File: src/hw/rtl/ssd_pkg.sv
// Shared types, constants and glyph functions for the seven-segment display driver.
// Used by seven_segment_two_wire_display_driver_core; depends on nothing else.
`default_nettype none

package ssd_pkg;

    localparam int DIGITS   = 4;
    localparam int STORE_AW = $clog2(DIGITS);

    typedef enum logic [1:0] {
        ACT_TICK   = 2'd0,
        ACT_RAW    = 2'd1,
        ACT_ASCII  = 2'd2,
        ACT_NUMBER = 2'd3
    } action_t;

    typedef enum logic [1:0] {
        FR_CMD  = 2'd0,
        FR_ADDR = 2'd1,
        FR_CTRL = 2'd2
    } frame_t;

    typedef enum logic [1:0] {
        PART_START = 2'd0,
        PART_BYTES = 2'd1,
        PART_STOP  = 2'd2
    } part_t;

    localparam logic [7:0] CMD_DATA  = 8'h40;
    localparam logic [7:0] CMD_ADDR  = 8'hC0;
    localparam logic [7:0] CMD_CTRL  = 8'h88;
    localparam logic [7:0] GLYPH_DASH = 8'h40;
    localparam logic [7:0] SEG_DOT   = 8'h80;
    localparam logic [2:0] BRIGHT_RESET = 3'd4;

    localparam logic signed [15:0] NUM_MAX = 16'sd9999;
    localparam logic signed [15:0] NUM_MIN = -16'sd999;

    function automatic logic [7:0] glyph_digit(input logic [3:0] d);
        logic [7:0] g;
        case (d)
            4'd0:    g = 8'h3F;
            4'd1:    g = 8'h06;
            4'd2:    g = 8'h5B;
            4'd3:    g = 8'h4F;
            4'd4:    g = 8'h66;
            4'd5:    g = 8'h6D;
            4'd6:    g = 8'h7D;
            4'd7:    g = 8'h07;
            4'd8:    g = 8'h7F;
            4'd9:    g = 8'h6F;
            default: g = 8'h00;
        endcase
        return g;
    endfunction

    function automatic logic [7:0] glyph_char(input logic [7:0] c_in);
        logic [7:0] c;
        logic [7:0] g;
        c = c_in;
        if (c >= 8'h61 && c <= 8'h7A) begin
            c = c - 8'd32;
        end
        case (c)
            8'h30, 8'h31, 8'h32, 8'h33, 8'h34,
            8'h35, 8'h36, 8'h37, 8'h38, 8'h39: g = glyph_digit(4'(c - 8'h30));
            8'h41:   g = 8'h77;  // A
            8'h42:   g = 8'h7C;  // B
            8'h43:   g = 8'h39;  // C
            8'h44:   g = 8'h5E;  // D
            8'h45:   g = 8'h79;  // E
            8'h46:   g = 8'h71;  // F
            8'h47:   g = 8'h3D;  // G
            8'h48:   g = 8'h76;  // H
            8'h49:   g = 8'h06;  // I
            8'h4A:   g = 8'h1E;  // J
            8'h4C:   g = 8'h38;  // L
            8'h4E:   g = 8'h37;  // N
            8'h4F:   g = 8'h3F;  // O
            8'h50:   g = 8'h73;  // P
            8'h51:   g = 8'h67;  // Q
            8'h52:   g = 8'h50;  // R
            8'h53:   g = 8'h6D;  // S
            8'h54:   g = 8'h78;  // T
            8'h55:   g = 8'h3E;  // U
            8'h59:   g = 8'h6E;  // Y
            8'h5A:   g = 8'h5B;  // Z
            8'h2D:   g = 8'h40;  // minus
            8'h5F:   g = 8'h08;  // underscore
            default: g = 8'h00;
        endcase
        return g;
    endfunction

endpackage

`default_nettype wire

File: src/hw/rtl/seven_segment_two_wire_display_driver_core.sv
// Top level of the four-digit seven-segment display driver with a two-wire line.
// Holds the handshake stages, segment store, slot sequencer and number converter.
// Depends on ssd_pkg.
`default_nettype none

// An accepted transaction passes from the input register to the result register.
// Throughput: one transaction per cycle while results are drained, set by the
// single-pass sequencer step between those registers; a stalled result holds the input.
// A number load passes through converter stages n0, n1 and n2 before writing the segment
// store, still well before the address frame reads it.
// Reset (aresetn low, synchronous): store blank, sequencer idle, data released, brightness 4.

module seven_segment_two_wire_display_driver_core (
    input  wire logic        aclk,
    input  wire logic        aresetn,

    input  wire logic        cfg_we,
    input  wire logic [2:0]  cfg_wdata,

    input  wire logic        s_valid,
    output logic             s_ready,
    input  wire logic [1:0]  s_action,
    input  wire logic [7:0]  s_byte0,
    input  wire logic [7:0]  s_byte1,
    input  wire logic [7:0]  s_byte2,
    input  wire logic [7:0]  s_byte3,
    input  wire logic signed [15:0] s_number,
    input  wire logic [3:0]  s_dot_mask,

    output logic             m_valid,
    input  wire logic        m_ready,
    output logic             m_clock_line,
    output logic             m_data_line,
    output logic             m_busy_res,
    output logic             m_rejected
);

    // ------------------------------------------------------------------
    // Handshake stages. The input register holds one accepted transaction;
    // it is processed when the result register is empty or being drained,
    // so a new transaction enters every cycle while results keep flowing.
    // ------------------------------------------------------------------
    logic                in_valid_reg;
    ssd_pkg::action_t    in_action_reg;
    logic [7:0]          in_byte_reg [ssd_pkg::DIGITS];
    logic signed [15:0]  in_number_reg;
    logic [3:0]          in_mask_reg;

    logic out_valid_reg;
    logic out_clk_reg;
    logic out_dat_reg;
    logic out_busy_reg;
    logic out_rej_reg;

    logic proc;
    logic in_take;

    assign proc    = in_valid_reg && (!out_valid_reg || m_ready);
    assign s_ready = !in_valid_reg || proc;
    assign in_take = s_valid && s_ready;

    always_ff @(posedge aclk) begin
        if (!aresetn) begin
            in_valid_reg <= 1'b0;
        end else if (in_take) begin
            in_valid_reg <= 1'b1;
        end else if (proc) begin
            in_valid_reg <= 1'b0;
        end
    end

    always_ff @(posedge aclk) begin
        if (in_take) begin
            in_action_reg  <= ssd_pkg::action_t'(s_action);
            in_byte_reg[0] <= s_byte0;
            in_byte_reg[1] <= s_byte1;
            in_byte_reg[2] <= s_byte2;
            in_byte_reg[3] <= s_byte3;
            in_number_reg  <= s_number;
            in_mask_reg    <= s_dot_mask;
        end
    end

    // ------------------------------------------------------------------
    // Sequencer state. Rather than one flat slot counter, the position in
    // the 207-slot sequence is tracked as frame, part (start, bytes, stop),
    // phase within a three-slot group, bit within a byte (8 is the
    // acknowledge group) and byte within the frame. Every position then
    // decodes with a few compares.
    // ------------------------------------------------------------------
    logic             sending_reg,   sending_next;
    ssd_pkg::frame_t  frame_reg,     frame_next;
    ssd_pkg::part_t   part_reg,      part_next;
    logic [1:0]       ph_reg,        ph_next;
    logic [3:0]       bit_reg,       bit_next;
    logic [2:0]       byte_reg,      byte_next;
    logic             data_hold_reg, data_hold_next;
    // Clock level of the last emitted slot; 1 before the first slot.
    logic             last_clk_reg,  last_clk_next;
    logic [2:0]       brightness_reg;
    logic [7:0]       store_reg [ssd_pkg::DIGITS];

    // Levels of the slot at the current position.
    logic [7:0]                  cur_byte;
    logic [ssd_pkg::STORE_AW-1:0] store_idx;
    logic [2:0]                  last_byte;
    logic                        emit_clk;
    logic                        emit_dat;

    assign store_idx = ssd_pkg::STORE_AW'(byte_reg - 3'd1);
    assign last_byte = (frame_reg == ssd_pkg::FR_ADDR) ? 3'(ssd_pkg::DIGITS) : 3'd0;

    always_comb begin
        case (frame_reg)
            ssd_pkg::FR_CMD:  cur_byte = ssd_pkg::CMD_DATA;
            ssd_pkg::FR_ADDR: cur_byte = (byte_reg == 3'd0) ? ssd_pkg::CMD_ADDR
                                                            : store_reg[store_idx];
            ssd_pkg::FR_CTRL: cur_byte = ssd_pkg::CMD_CTRL | {5'd0, brightness_reg};
            default:          cur_byte = ssd_pkg::CMD_DATA;
        endcase
    end

    always_comb begin
        case (part_reg)
            ssd_pkg::PART_START: begin
                // Start condition: data falls while the clock is high.
                emit_clk = (ph_reg != 2'd2);
                emit_dat = (ph_reg == 2'd0);
            end
            ssd_pkg::PART_BYTES: begin
                if (bit_reg < 4'd8) begin
                    // Clock low with the old level, set the bit, then clock high.
                    emit_clk = (ph_reg == 2'd2);
                    emit_dat = (ph_reg == 2'd0) ? data_hold_reg : cur_byte[bit_reg[2:0]];
                end else begin
                    // Acknowledge slot: the line is released and not sampled.
                    emit_clk = (ph_reg == 2'd1);
                    emit_dat = 1'b1;
                end
            end
            ssd_pkg::PART_STOP: begin
                // Stop condition: data rises while the clock is high.
                emit_clk = (ph_reg != 2'd0);
                emit_dat = (ph_reg == 2'd2);
            end
            default: begin
                emit_clk = 1'b1;
                emit_dat = 1'b1;
            end
        endcase
    end

    // ------------------------------------------------------------------
    // One step of the model for the transaction in the input register.
    // ------------------------------------------------------------------
    logic       is_tick;
    logic       load_ok;
    logic       res_clk;
    logic       res_dat;
    logic       res_rej;
    logic [7:0] ascii_seg [ssd_pkg::DIGITS];
    logic       ascii_end;

    assign is_tick = (in_action_reg == ssd_pkg::ACT_TICK);
    assign load_ok = proc && !is_tick && !sending_reg;

    // A zero character blanks its own position and every position after it.
    always_comb begin
        ascii_end = 1'b0;
        for (int i = 0; i < ssd_pkg::DIGITS; i++) begin
            if (in_byte_reg[i] == 8'h00) begin
                ascii_end = 1'b1;
            end
            ascii_seg[i] = ascii_end ? 8'h00 : ssd_pkg::glyph_char(in_byte_reg[i]);
        end
    end

    always_comb begin
        sending_next   = sending_reg;
        frame_next     = frame_reg;
        part_next      = part_reg;
        ph_next        = ph_reg;
        bit_next       = bit_reg;
        byte_next      = byte_reg;
        data_hold_next = data_hold_reg;
        last_clk_next  = last_clk_reg;
        res_clk        = sending_reg ? last_clk_reg : 1'b1;
        res_dat        = data_hold_reg;
        res_rej        = 1'b0;

        if (proc) begin
            if (is_tick) begin
                if (sending_reg) begin
                    res_clk        = emit_clk;
                    res_dat        = emit_dat;
                    data_hold_next = emit_dat;
                    last_clk_next  = emit_clk;
                    ph_next        = ph_reg + 2'd1;
                    if (ph_reg == 2'd2) begin
                        ph_next = 2'd0;
                        case (part_reg)
                            ssd_pkg::PART_START: begin
                                part_next = ssd_pkg::PART_BYTES;
                                bit_next  = 4'd0;
                                byte_next = 3'd0;
                            end
                            ssd_pkg::PART_BYTES: begin
                                bit_next = bit_reg + 4'd1;
                                if (bit_reg == 4'd8) begin
                                    bit_next  = 4'd0;
                                    byte_next = byte_reg + 3'd1;
                                    if (byte_reg == last_byte) begin
                                        part_next = ssd_pkg::PART_STOP;
                                    end
                                end
                            end
                            ssd_pkg::PART_STOP: begin
                                part_next = ssd_pkg::PART_START;
                                if (frame_reg == ssd_pkg::FR_CTRL) begin
                                    frame_next   = ssd_pkg::FR_CMD;
                                    sending_next = 1'b0;
                                end else begin
                                    frame_next = ssd_pkg::frame_t'(frame_reg + 2'd1);
                                end
                            end
                            default: begin
                                part_next = ssd_pkg::PART_START;
                            end
                        endcase
                    end
                end
            end else if (sending_reg) begin
                res_rej = 1'b1;
            end else begin
                // Accepted load: start a fresh sequence.
                sending_next  = 1'b1;
                frame_next    = ssd_pkg::FR_CMD;
                part_next     = ssd_pkg::PART_START;
                ph_next       = 2'd0;
                bit_next      = 4'd0;
                byte_next     = 3'd0;
                last_clk_next = 1'b1;
            end
        end
    end

    always_ff @(posedge aclk) begin
        if (!aresetn) begin
            sending_reg   <= 1'b0;
            frame_reg     <= ssd_pkg::FR_CMD;
            part_reg      <= ssd_pkg::PART_START;
            ph_reg        <= 2'd0;
            bit_reg       <= 4'd0;
            byte_reg      <= 3'd0;
            data_hold_reg <= 1'b1;
            last_clk_reg  <= 1'b1;
        end else begin
            sending_reg   <= sending_next;
            frame_reg     <= frame_next;
            part_reg      <= part_next;
            ph_reg        <= ph_next;
            bit_reg       <= bit_next;
            byte_reg      <= byte_next;
            data_hold_reg <= data_hold_next;
            last_clk_reg  <= last_clk_next;
        end
    end

    // The control frame reads the level at the tick that sends each bit, so a write
    // takes effect on the bits that go out after it.
    always_ff @(posedge aclk) begin
        if (!aresetn) begin
            brightness_reg <= ssd_pkg::BRIGHT_RESET;
        end else if (cfg_we) begin
            brightness_reg <= cfg_wdata;
        end
    end

    // ------------------------------------------------------------------
    // Number converter. The clamped magnitude is split into decimal digits
    // over three registered stages, n0, n1 and n2, each followed by a row of
    // parallel compares against multiples of the place value: thousands from
    // n0, hundreds from n1, tens and units from n2. The store is written from
    // the last stage, at least 61 ticks ahead of its first read.
    // ------------------------------------------------------------------
    logic signed [15:0] num_clamped;
    logic               num_neg;
    logic [13:0]        num_mag;

    always_comb begin
        num_clamped = in_number_reg;
        if (in_number_reg > ssd_pkg::NUM_MAX) begin
            num_clamped = ssd_pkg::NUM_MAX;
        end else if (in_number_reg < ssd_pkg::NUM_MIN) begin
            num_clamped = ssd_pkg::NUM_MIN;
        end
        num_neg = num_clamped[15];
        num_mag = num_neg ? 14'(-num_clamped) : 14'(num_clamped);
    end

    logic        n0_valid_reg;
    logic [13:0] n0_mag_reg;
    logic        n0_neg_reg;
    logic [3:0]  n0_mask_reg;

    logic        n1_valid_reg;
    logic [3:0]  n1_th_reg;
    logic [9:0]  n1_rem_reg;
    logic        n1_neg_reg;
    logic [3:0]  n1_mask_reg;

    logic        n2_valid_reg;
    logic [3:0]  n2_th_reg;
    logic [3:0]  n2_hu_reg;
    logic [6:0]  n2_rem_reg;
    logic        n2_neg_reg;
    logic [3:0]  n2_mask_reg;

    logic [3:0]  th_dig;
    logic [13:0] th_sub;
    logic [3:0]  hu_dig;
    logic [9:0]  hu_sub;
    logic [3:0]  te_dig;
    logic [6:0]  te_sub;
    logic [3:0]  un_dig;

    always_comb begin
        th_dig = 4'd0;
        th_sub = 14'd0;
        for (int k = 1; k < 10; k++) begin
            if (n0_mag_reg >= 14'(k * 1000)) begin
                th_dig = 4'(k);
                th_sub = 14'(k * 1000);
            end
        end
    end

    always_comb begin
        hu_dig = 4'd0;
        hu_sub = 10'd0;
        for (int k = 1; k < 10; k++) begin
            if (n1_rem_reg >= 10'(k * 100)) begin
                hu_dig = 4'(k);
                hu_sub = 10'(k * 100);
            end
        end
    end

    always_comb begin
        te_dig = 4'd0;
        te_sub = 7'd0;
        for (int k = 1; k < 10; k++) begin
            if (n2_rem_reg >= 7'(k * 10)) begin
                te_dig = 4'(k);
                te_sub = 7'(k * 10);
            end
        end
        un_dig = 4'(n2_rem_reg - te_sub);
    end

    always_ff @(posedge aclk) begin
        if (!aresetn) begin
            n0_valid_reg <= 1'b0;
            n1_valid_reg <= 1'b0;
            n2_valid_reg <= 1'b0;
        end else begin
            n0_valid_reg <= load_ok && (in_action_reg == ssd_pkg::ACT_NUMBER);
            n1_valid_reg <= n0_valid_reg;
            n2_valid_reg <= n1_valid_reg;
        end
    end

    always_ff @(posedge aclk) begin
        n0_mag_reg  <= num_mag;
        n0_neg_reg  <= num_neg;
        n0_mask_reg <= in_mask_reg;

        n1_th_reg   <= th_dig;
        n1_rem_reg  <= 10'(n0_mag_reg - th_sub);
        n1_neg_reg  <= n0_neg_reg;
        n1_mask_reg <= n0_mask_reg;

        n2_th_reg   <= n1_th_reg;
        n2_hu_reg   <= hu_dig;
        n2_rem_reg  <= 7'(n1_rem_reg - hu_sub);
        n2_neg_reg  <= n1_neg_reg;
        n2_mask_reg <= n1_mask_reg;
    end

    // Segment store: raw and character loads write at their step, number
    // loads from the converter's last stage. The two never overlap because
    // a second load is rejected for the whole sequence.
    always_ff @(posedge aclk) begin
        if (!aresetn) begin
            for (int i = 0; i < ssd_pkg::DIGITS; i++) begin
                store_reg[i] <= 8'h00;
            end
        end else if (load_ok && in_action_reg == ssd_pkg::ACT_RAW) begin
            for (int i = 0; i < ssd_pkg::DIGITS; i++) begin
                store_reg[i] <= in_byte_reg[i];
            end
        end else if (load_ok && in_action_reg == ssd_pkg::ACT_ASCII) begin
            for (int i = 0; i < ssd_pkg::DIGITS; i++) begin
                store_reg[i] <= ascii_seg[i];
            end
        end else if (n2_valid_reg) begin
            store_reg[0] <= (n2_neg_reg ? ssd_pkg::GLYPH_DASH : ssd_pkg::glyph_digit(n2_th_reg))
                            | (n2_mask_reg[0] ? ssd_pkg::SEG_DOT : 8'h00);
            store_reg[1] <= ssd_pkg::glyph_digit(n2_hu_reg)
                            | (n2_mask_reg[1] ? ssd_pkg::SEG_DOT : 8'h00);
            store_reg[2] <= ssd_pkg::glyph_digit(te_dig)
                            | (n2_mask_reg[2] ? ssd_pkg::SEG_DOT : 8'h00);
            store_reg[3] <= ssd_pkg::glyph_digit(un_dig)
                            | (n2_mask_reg[3] ? ssd_pkg::SEG_DOT : 8'h00);
        end
    end

    // ------------------------------------------------------------------
    // Result register.
    // ------------------------------------------------------------------
    always_ff @(posedge aclk) begin
        if (!aresetn) begin
            out_valid_reg <= 1'b0;
        end else if (proc) begin
            out_valid_reg <= 1'b1;
        end else if (m_ready) begin
            out_valid_reg <= 1'b0;
        end
    end

    always_ff @(posedge aclk) begin
        if (proc) begin
            out_clk_reg  <= res_clk;
            out_dat_reg  <= res_dat;
            out_busy_reg <= sending_next;
            out_rej_reg  <= res_rej;
        end
    end

    assign m_valid      = out_valid_reg;
    assign m_clock_line = out_clk_reg;
    assign m_data_line  = out_dat_reg;
    assign m_busy_res   = out_busy_reg;
    assign m_rejected   = out_rej_reg;

    // ------------------------------------------------------------------
    // Assertions.
    // ------------------------------------------------------------------

    // A rejected load can only happen mid-sequence, and it leaves the sequence running.
    a_rej_busy: assert property (@(posedge aclk) disable iff (!aresetn)
        (m_valid && m_rejected) |-> m_busy_res)
        else $error("rejected result without busy");

    // While idle the sequencer rests at the start of the first frame.
    a_idle_home: assert property (@(posedge aclk) disable iff (!aresetn)
        !sending_reg |-> (frame_reg == ssd_pkg::FR_CMD && part_reg == ssd_pkg::PART_START
                          && ph_reg == 2'd0))
        else $error("sequencer position not cleared while idle");

    // The number converter only runs inside a sequence that it started.
    a_num_in_seq: assert property (@(posedge aclk) disable iff (!aresetn)
        (n0_valid_reg || n1_valid_reg || n2_valid_reg) |-> sending_reg)
        else $error("number conversion outside a sequence");

    // While bytes go out, the byte counter never runs past the address frame's last
    // store byte.
    a_byte_range: assert property (@(posedge aclk) disable iff (!aresetn)
        (part_reg == ssd_pkg::PART_BYTES) |-> (byte_reg <= 3'(ssd_pkg::DIGITS)))
        else $error("byte counter out of range");

endmodule

`default_nettype wire
File: config.mk
export PLATFORM = sky130hd
export DESIGN_NAME = seven_segment_two_wire_display_driver_core
export DESIGN_NICKNAME = d
export VERILOG_FILES = /design/src/hw/rtl/ssd_pkg.sv /design/src/hw/rtl/seven_segment_two_wire_display_driver_core.sv
export SDC_FILE = /design/constraint.sdc
export NUM_CORES = 1
export LEC_CHECK = 0
export BUFFER_PORTS_ARGS = -buffer_cell sky130_fd_sc_hd__buf_4
export CORE_MARGIN = 2
export CORE_UTILIZATION = 60
export CTS_CLUSTER_DIAMETER = 150
export DETAILED_ROUTE_END_ITERATION = 16
export HOLD_SLACK_MARGIN = 0.06
export PLACE_DENSITY_LB_ADDON = 0.2
export RECOVER_POWER = 50
export SLEW_MARGIN = 30
export SYNTH_ARGS = -nofsm -noshare
export SYNTH_HDL_FRONTEND = slang
export SYNTH_SLANG_ARGS = --single-unit
export TNS_END_PERCENT = 5
File: constraint.sdc
create_clock -name aclk -period 6.6 [get_ports aclk]
set_input_delay 0.33 -clock aclk [delete_from_list [all_inputs] [get_ports aclk]]
set_output_delay 0.33 -clock aclk [all_outputs]
set_load 0.02 [all_outputs]
---- Word-level counts from Yosys, hierarchy flattened ----
Memory sizes are Yosys's and may differ from the RTL's. A register that Yosys moved wholly into a read port is not among the register bits.
Cells that the tools add are included.
cells by class
  add/subtract/negate cells ............... 17
  $lt $le $gt $ge ......................... 39
  bitwise operators ....................... 16
  reduce and logical (&&, ||, !) cells .... 40
  muxes and demuxes ....................... 174
  equality and inequality tests ........... 151
operator list
  cell                                                                               number
  8-bit one-hot mux with 24 select lines                                             4
  8-bit by 7-bit equality test with 1-bit output (second input constant)             88
  8-bit by 6-bit equality test with 1-bit output (second input constant)             44
  8-bit 2-to-1 mux                                                                   42
  4-bit 2-to-1 mux                                                                   34
  10-bit 2-to-1 mux                                                                  9
  7-bit 2-to-1 mux                                                                   9
  14-bit by 13-bit >= comparator with 1-bit output (second input constant)           4
  1-bit 2-to-1 mux                                                                   46
  10-bit >= comparator (second input constant)                                       4
  10-bit OR reduction                                                                4
  8-bit by 7-bit >= comparator with 1-bit output (second input constant)             4
  8-bit by 7-bit less-or-equal comparator with 1-bit output (second input constant)  4
  8-bit logical NOT                                                                  4
  16-bit 2-to-1 mux                                                                  2
  8-bit OR                                                                           4
  8-bit by 6-bit subtractor with 8-bit output (second input constant)                4
  10-bit by 9-bit >= comparator with 1-bit output (second input constant)            3
  14-bit by 12-bit >= comparator with 1-bit output (second input constant)           2
  2-bit 2-to-1 mux                                                                   14
  7-bit by 6-bit >= comparator with 1-bit output (second input constant)             3
  7-bit >= comparator (second input constant)                                        3
  3-bit 2-to-1 mux                                                                   6
  16-bit by 15-bit > comparator with 1-bit output (second input constant)            1
  46 further kinds                                                                   95
storage, ports and cells
  bits in registers ....................... 104
  memory bits (writable) .................. 64
  memory bits (read-only) ................. 896
  memories ................................ 10
  word-level logic and storage cells ...... 481
memory list
  name              depth  bits a word  read ports  clocked after memory_dff  write ports  line           source
  (name not given)  16     7            1           1                         0            ssd_pkg.sv:41  case (d)
  (name not given)  16     7            1           0                         0            ssd_pkg.sv:41
  (name not given)  16     7            1           0                         0            ssd_pkg.sv:41
  (name not given)  16     7            1           0                         0            ssd_pkg.sv:41
  (name not given)  16     7            1           0                         0            ssd_pkg.sv:41
  (name not given)  16     7            1           0                         0            ssd_pkg.sv:41
  +4 memories       --     --           --          --                        --           --

---- Depth between registers and ports, before layout ----
Gate-level depths: netlist (run 1).
An unclocked memory read counts as a cell.
  depth after elaboration ................. 18
  depth in mapped cells ................... 15

---- Least setup slack after synthesis (run 1) ----
OpenSTA, ideal clock, no wires.
  path kind ............................... register -> register
  start point ............................. register in_number_reg[2]
  end point ............................... register n0_mag_reg[12]
  data arrival time ....................... 3.375 ns
  slack ................................... 3.092 ns
  data required time ...................... 6.467 ns
  buffers on the path ..................... 0
  cell stages (with the launch flop) ...... 15
  cell sequence ........................... edfxtp_1 or3_1 nand3_1 a311o_1 ha_1 a311o_1 or2_2 inv_1 ha_1 nor4b_1 nor3b_1 nor3b_1 a31oi_1 xor2_1 nor2_1
between the ends
  cells in the longest elaborated chain, start to end .. 5
  elaborated cells on any way between the ends .. 6
  those cells by class .................... add/sub (1); order compare (2); mux (3)
RTL lines
  what                                             line                                               source
  start, declared                                  seven_segment_two_wire_display_driver_core.sv:46   logic signed [15:0] in_number_reg;
  start signal, assigned                           seven_segment_two_wire_display_driver_core.sv:79   in_number_reg <= s_number;
  16-bit by 11-bit < comparator with 1-bit output  seven_segment_two_wire_display_driver_core.sv:294  end else if (in_number_reg < ssd_pkg::NUM_MIN) begin
  16-bit 2-to-1 mux                                seven_segment_two_wire_display_driver_core.sv:294
  16-bit 2-to-1 mux *                              seven_segment_two_wire_display_driver_core.sv:292  if (in_number_reg > ssd_pkg::NUM_MAX) begin
  named net num_clamped[0]                         seven_segment_two_wire_display_driver_core.sv:286  logic signed [15:0] num_clamped;
  14-bit negation *                                seven_segment_two_wire_display_driver_core.sv:298  num_mag = num_neg ? 14'(-num_clamped) : 14'(num_clamped);
  14-bit 2-to-1 mux *                              seven_segment_two_wire_display_driver_core.sv:298
  named net num_mag[12]                            seven_segment_two_wire_display_driver_core.sv:288  logic [13:0] num_mag;
  end signal, assigned                             seven_segment_two_wire_display_driver_core.sv:374  n0_mag_reg <= num_mag;
  end, declared                                    seven_segment_two_wire_display_driver_core.sv:302  logic [13:0] n0_mag_reg;
Mark *: on every way through the listed nets, which the timed path passes. The rest lies on a longest branch.
A chain may end at the register's enable or synchronous reset.

---- Worst setup path in the final report (run 1) ----
Same ends and word-level chain as after synthesis.

==> impl_metrics.py, run 1 <==
metrics = {
    "outcome": {
        "status": "complete, but fails checks",
        "violations": "max-capacitance violations, max-slew violations",
    },
    "synthesis": {
        "yosysWarnings": 0,
        "syn_area_per_cell_sq_um": 8.70,
        "ys_ff_latch": 175,
        "syn_area_sq_um": 12000,
        "synth-async-reset-ratio_pct": 0,
        "syn_nets": 1518,
        "synth_area_leader_cell": "edfxtp_1",
        "yosysSeqAreaShare_pct": 36.6,
        "synth_edf_count": 90,
        "synth_top_area_share_pct": 22.5,
        "synth_top_flop_cell": "edfxtp_1",
        "synth_area_leaders": "edfxtp_1, dfxtp_1, ha_1",
        "synth_cells": 1384,
        "ys_types": 90,
    },
    "floorplanning": {
        "num_rows": 51,
        "fp.coreArea_sq_um": 19600,
        "die_h_microns": 146,
        "start_util_pct": 61.4,
        "die_x_microns": 146,
        "ioPinCount": 68,
        "die-area_sq_um": 21200,
    },
    "timing": {
        "slew_violations": 22,
        "clock_skew_ns": 0.0154,
        "tightest_slew_ns": 1.54,
        "grt_setup_unrepaired": "no",
        "setup_violations": 0,
        "fin_crit_sh_pct": 62.5,
        "layout_setup_ws_ns": 2.47,
        "finalHoldViolCount": 0,
        "setup_tns_ns": 0,
        "timing.fmax_ghz": 0.242,
        "relSlewSlack_pct": -2.58,
        "fin_crit_ns": 4.13,
    },
    "drt": {
        "viasPerCell": 6.34,
        "antenna_left": 0,
        "vias": 10849,
        "wl_per_cell_microns": 17.4,
        "postRouteWirelength_microns": 29700,
        "drt_iter0_markers": 1127,
        "drcViolationCount": 0,
        "dr.pass1.iters": 7,
    },
    "place": {
        "pre_cts_ws_ns": 2.53,
        "port_buffers": 67,
        "gp_congestion": 0.960,
        "place_inst": 1630,
        "dp_hpwl_microns": 20400,
    },
    "final_layout": {
        "nFillCells": 1581,
        "final_nets": 1567,
        "final_cells": 1711,
        "finish.utilization_pct": 69.3,
        "layout-drive-gt1-share_pct": 8.92,
        "num_antenna_cells": 0,
        "area_delta_synth_final_pct": 12.9,
    },
    "worst_setup_path": {
        "path_class": "reg -> reg",
        "critPathRequiredTime_ns": 6.90,
        "path_cells": "or3_1 > nand3_1 > a311o_1 > ha_1 > a311o_1 > or2_2 > inv_1 > ha_1 > nor4b_1 > nor3b_1 > nor3b_1 > a31oi_1 > xor2_1 > nor2_1",
        "critPathTopFamily": "simple AND/OR/NAND/NOR gates",
        "slowest_delay_ns": 0.45,
        "worstSetupStartpointType": "register",
        "crit_path_max_fanout": 14,
        "cp_num_buf_inv": 1,
        "crit_slowest_cell": "a311o_1",
        "arrival_ns": 4.43,
        "reg2reg_slack_ns": 2.47,
        "endpoint_kind": "register",
    },
    "pwr": {
        "p_per_area_nw_per_um2": 278,
        "cellLeakagePower_nw": 5.16,
        "power_mw": 3.78,
        "peakVddDrop_mv": 0.274,
    },
    "global_route": {
        "overflow": 0,
        "grt_antenna_before_repair": 0,
        "grt_pass1_wl_microns": 47300,
        "grt_max_degree": 36,
        "grt_pass1_vias": 9770,
        "track_usage_pct": 26.9,
    },
    "clock_tree": {
        "cts_tree": "done",
        "h-tree-depth": 4,
        "cts.sinks": 175,
        "cts-buffers-inserted": 17,
        "clk_pin_slew_worst_paths_ns": 0.07,
        "clockRootBuffer": "clkbuf_16",
        "clockBufferDepth": 2,
        "clock_latency_ns": 0.44,
    },
    "min_path": {
        "hold_path.class": "in -> reg",
    },
    "run": {
        "drv_cap": 1,
    },
}
[cells in the mapped netlist (23+ instances only)]
cell type,number
nand2_1,93
dfxtp_1,85
a21oi_1,102
a22oi_1,23
edfxtp_1,90
clkbuf_1,54
ha_1,69
buf_2,23
nor3_1,41
nor2b_1,33
inv_1,88
nor2_1,103
nand3_1,36
o22ai_1,28
nand2b_1,39
o21ai_0,88
[cells by family (layout without fill, tap and decap cells)]
family | after synthesis | after routing | synth area share [%]
mux | 24 | 24 | 2.85
flops | 175 | 175 | 36.6
xor+xnor | 26 | 26 | 1.89
fa+ha+maj | 72 | 72 | 7.67
buf+inv | 180 | 242 | 6.05
compound gates | 457 | 457 | 25.6
simple gates | 450 | 450 | 19.3
[metrics by stage]
step / cell area [sq um] / hold WS [ns]
after floorplan: 12000 / 0.310
after global placement: 12500 / 0.311
after detailed placement: 12500 / 0.312
after CTS: 13400 / 0.0600
after global routing: 13600 / 0.0856
final: 13600 / 0.0997
[cell usage in the layout (no fill, tap or decap), types with 13 or more instances in the layout]
cell type,instances
a22oi_1,23
nand2b_1,39
xnor2_1,17
nor2b_1,33
clkbuf_4,54
nor3_1,41
dlygate4sd3_1,48
edfxtp_1,90
clkbuf_16,19
nand3_1,36
mux2i_1,14
a211oi_1,13
nand2_1,93
a21o_1,21
o22ai_1,28
nor2_1,104
inv_1,89
ha_1,69
nand4_1,13
a31oi_1,20
o31ai_1,14
dfxtp_1,85
a21oi_1,102
o21ai_0,88
[worst paths after layout]
check / startpoint / endpoint / cells past startpoint
setup / recovery: in_number_reg[2]$_DFFE_PP_ / n0_mag_reg[12]$_DFF_P_ / 14
hold reg to reg: n1_mask_reg[2]$_DFF_P_ / n2_mask_reg[2]$_DFF_P_ / 0
hold / removal: s_byte2[7] / in_byte_reg[2][7]$_DFFE_PP_ / 1
setup reg to reg: in_number_reg[2]$_DFFE_PP_ / n0_mag_reg[12]$_DFF_P_ / 14
[per-layer routing]
layer  vias up  routed length, microns  GRT usage, %
met5         -                       0             0
met4         0                     872          9.31
met3        81                    2160          5.42
met2       497                   14200          44.7
met1      5030                   12500          35.2
li1       5241                       -             -
[area by class of cell]
class	instances	area [sq um]	share of cell area, %
well taps	265	332	2.44
clock inverters	11	106	0.783
flip-flops and latches	175	4400	32.4
repair buffers	121	1010	7.43
clock buffers	21	493	3.63
inverters	89	334	2.46
multi-input cells	1029	6910	50.8
[timing repair]
| action | in CTS | in global routing |
|---|---|---|
| resized for setup | 0 | 0 |
| hold endpoints to repair | 29 | 19 |
| hold buffers | 29 | 19 |
| buffers inserted | 0 | 0 |
[report_power, final]
group	internal, mW	switching, mW
combinational	0.567	0.711
sequential	1.27	0.219
clock	0.553	0.458
total	2.39	1.39
[worst register-to-register path, delay by kind of cell, from the launching register on]
family | cells | cell delay [ns]
compound gates | 3 | 0.79
fa+ha+maj | 2 | 0.56
buf+inv | 1 | 0.06
simple gates | 7 | 1.95
flops | 1 | 0.43
xor+xnor | 1 | 0.19
Note: power is estimated with default switching activity, not from simulation.
==> run 2, diff against run 1 <==
Settings changed: CORE_UTILIZATION 60 to 56.
Clock period 6.6 ns to 3.7 ns, I/O delays scaled along.
==> run 2 against run 1 <==
Against the previous run: hold slack better by 0.056 ns; cell area grew 2.7%; non-clock buffer count up 33; count of clock-buffer cells in the layout down 4; largest power group unchanged; the flow still finishes with violations (max-capacitance violations, max-slew violations); global-route usage about the same; register-to-register slack got worse by 2.2 ns; routed wire length up 2.3%; highest routed layer unchanged; worst setup slack got worse by 2.3 ns; via count is 2.8% higher.
==> impl_metrics.py, run 2 (synthesis results as in run 1) <==
metrics = {
    "timing": {
        "slew_violations": 24,
        "fin_crit_sh_pct": 95.8,
        "layout_setup_ws_ns": 0.154,
        "timing.fmax_ghz": 0.282,
        "setup_tns_ns": 0,
        "relSlewSlack_pct": -39.1,
        "finalHoldViolCount": 0,
        "setup_violations": 0,
        "clock_skew_ns": 0.0147,
        "fin_crit_ns": 3.55,
        "tightest_slew_ns": 2.09,
        "fin_hold_ws_ns": 0.155,
        "grt_setup_unrepaired": "no",
    },
    "pwr": {
        "power_mw": 7.02,
        "cellLeakagePower_nw": 5.33,
        "p_per_area_nw_per_um2": 504,
        "peakVddDrop_mv": 0.351,
    },
    "drt": {
        "dr.pass1.iters": 5,
        "vias": 11154,
        "viasPerCell": 6.36,
        "antenna_left": 0,
        "drt_iter0_markers": 1012,
        "drcViolationCount": 0,
        "wl_per_cell_microns": 17.3,
        "postRouteWirelength_microns": 30400,
    },
    "final_layout": {
        "nFillCells": 1733,
        "multiInputGateArea_sq_um": 6950,
        "mostFrequentLayoutCells": "nor2_1, a21oi_1, nand2_1",
        "final_common_cell": "nor2_1",
        "final_nets": 1600,
        "area_delta_synth_final_pct": 15.9,
        "layout-drive-gt1-share_pct": 10.3,
        "regArea_sq_um": 4400,
        "num_antenna_cells": 0,
    },
    "worst_setup_path": {
        "crit_path_max_fanout": 32,
        "worstSetupStartpoint": "aresetn",
        "r2r_start": "in_number_reg[0]$_DFFE_PP_",
        "path_class": "in -> reg",
        "worstSetupStartpointType": "primary input",
        "arrival_ns": 3.80,
        "critPathRequiredTime_ns": 3.95,
        "endpoint_kind": "register",
    },
    "global_route": {
        "overflow": 0,
        "grt_pass1_vias": 10250,
        "grt_max_degree": 33,
        "grt_antenna_before_repair": 0,
        "track_usage_pct": 26.9,
        "grt_pass1_wl_microns": 49500,
    },
    "min_path": {
        "hold_path.class": "in -> reg",
        "min_from": "m_ready",
    },
    "floorplanning": {
        "fp.coreArea_sq_um": 21100,
        "start_util_pct": 57.1,
        "die_x_microns": 151,
        "num_rows": 53,
        "ioPinCount": 68,
        "die_h_microns": 151,
        "die-area_sq_um": 22700,
    },
    "place": {
        "port_buffers": 67,
        "pre_cts_ws_ns": 0.00529,
        "gp_congestion": 0.975,
        "dp_hpwl_microns": 21000,
    },
    "clock_tree": {
        "clock_latency_ns": 0.45,
        "clk_pin_slew_worst_paths_ns": 0.07,
        "h-tree-depth": 4,
        "cts_tree": "done",
        "cts.sinks": 175,
        "clockBufferDepth": 2,
        "clockRootBuffer": "clkbuf_16",
        "cts-buffers-inserted": 17,
    },
    "outcome": {
        "violations": "max-capacitance violations, max-slew violations",
        "status": "complete, but fails checks",
    },
    "run": {
        "drv_cap": 1,
    },
}
run 2: cell types whose count changed in the layout (fill, tap and decap cells not counted), moves of 2 or more:
cell	before	now
bufinv_16	0	2
xnor2_2	0	2
clkbuf_16	19	17
nor3b_2	0	2
dlygate4sd3_1	48	62
nor3b_1	9	7
buf_4	12	30
xnor2_1	17	15
run 2: power by group:
group          switching (mW)  internal, mW
clock network           0.897          1.04
logic                    1.36          1.11
registers               0.337          2.27
run 2: through the flow:
stage	util [%]	std cells	instance area, sq um
floorplan	-	1384	12000
global placement	60.1	1660	12700
detailed placement	60.1	1660	12700
CTS	66.1	1754	13900
global route	66.1	1754	13900
finish	66.1	1754	13900
run 2: final cells by class:
cell class	instances	share of cell area, %
clock buffers	17	3.05
clock inverters	15	1.47
inverters	89	2.40
multi-input cells	1029	49.8
flip-flops and latches	175	31.6
well taps	275	2.47
repair buffers	154	9.19
run 2: path summary, 6_finish.rpt:
| check | end | slack, ns | cells after the start |
|---|---|---|---|
| worst min register to register | n2_mask_reg[3]$_DFF_P_ | 0.32 | 0 |
| worst min-delay path | in_valid_reg$_SDFFE_PN0P_ | 0.16 | 4 |
| worst max-delay path | store_reg[1][2]$_DFFE_PP_ | 0.15 | 8 |
| worst max register to register | n0_mag_reg[12]$_DFF_P_ | 0.26 | 14 |
run 2: critical path, cell delays in order:
cell and delay, ns:
dlygate4sd3_1 0.53, clkbuf_1 0.89, nand2_1 0.28, a31oi_1 0.99, buf_4 0.34, a22oi_1 0.12, a21boi_0 0.20, a22oi_1 0.25
run 2: timing repair:
item | CTS | global route
endpoints found under the setup margin | 1 | 8
hold buffers | 62 | 0
endpoints found under the hold margin | 59 | 0
gates resized for setup | 1 | 6
buffers inserted | 0 | 0
pin swaps | 0 | 0
run 2: metal layers:
layer / global-route usage [%] / share of wire (%) / vias up
met5: 0 / 0 / -
met4: 11.2 / 3.4 / 0
met3: 4.33 / 6.6 / 85
met2: 43.9 / 47 / 465
met1: 35.7 / 43 / 5293
li1: - / - / 5311
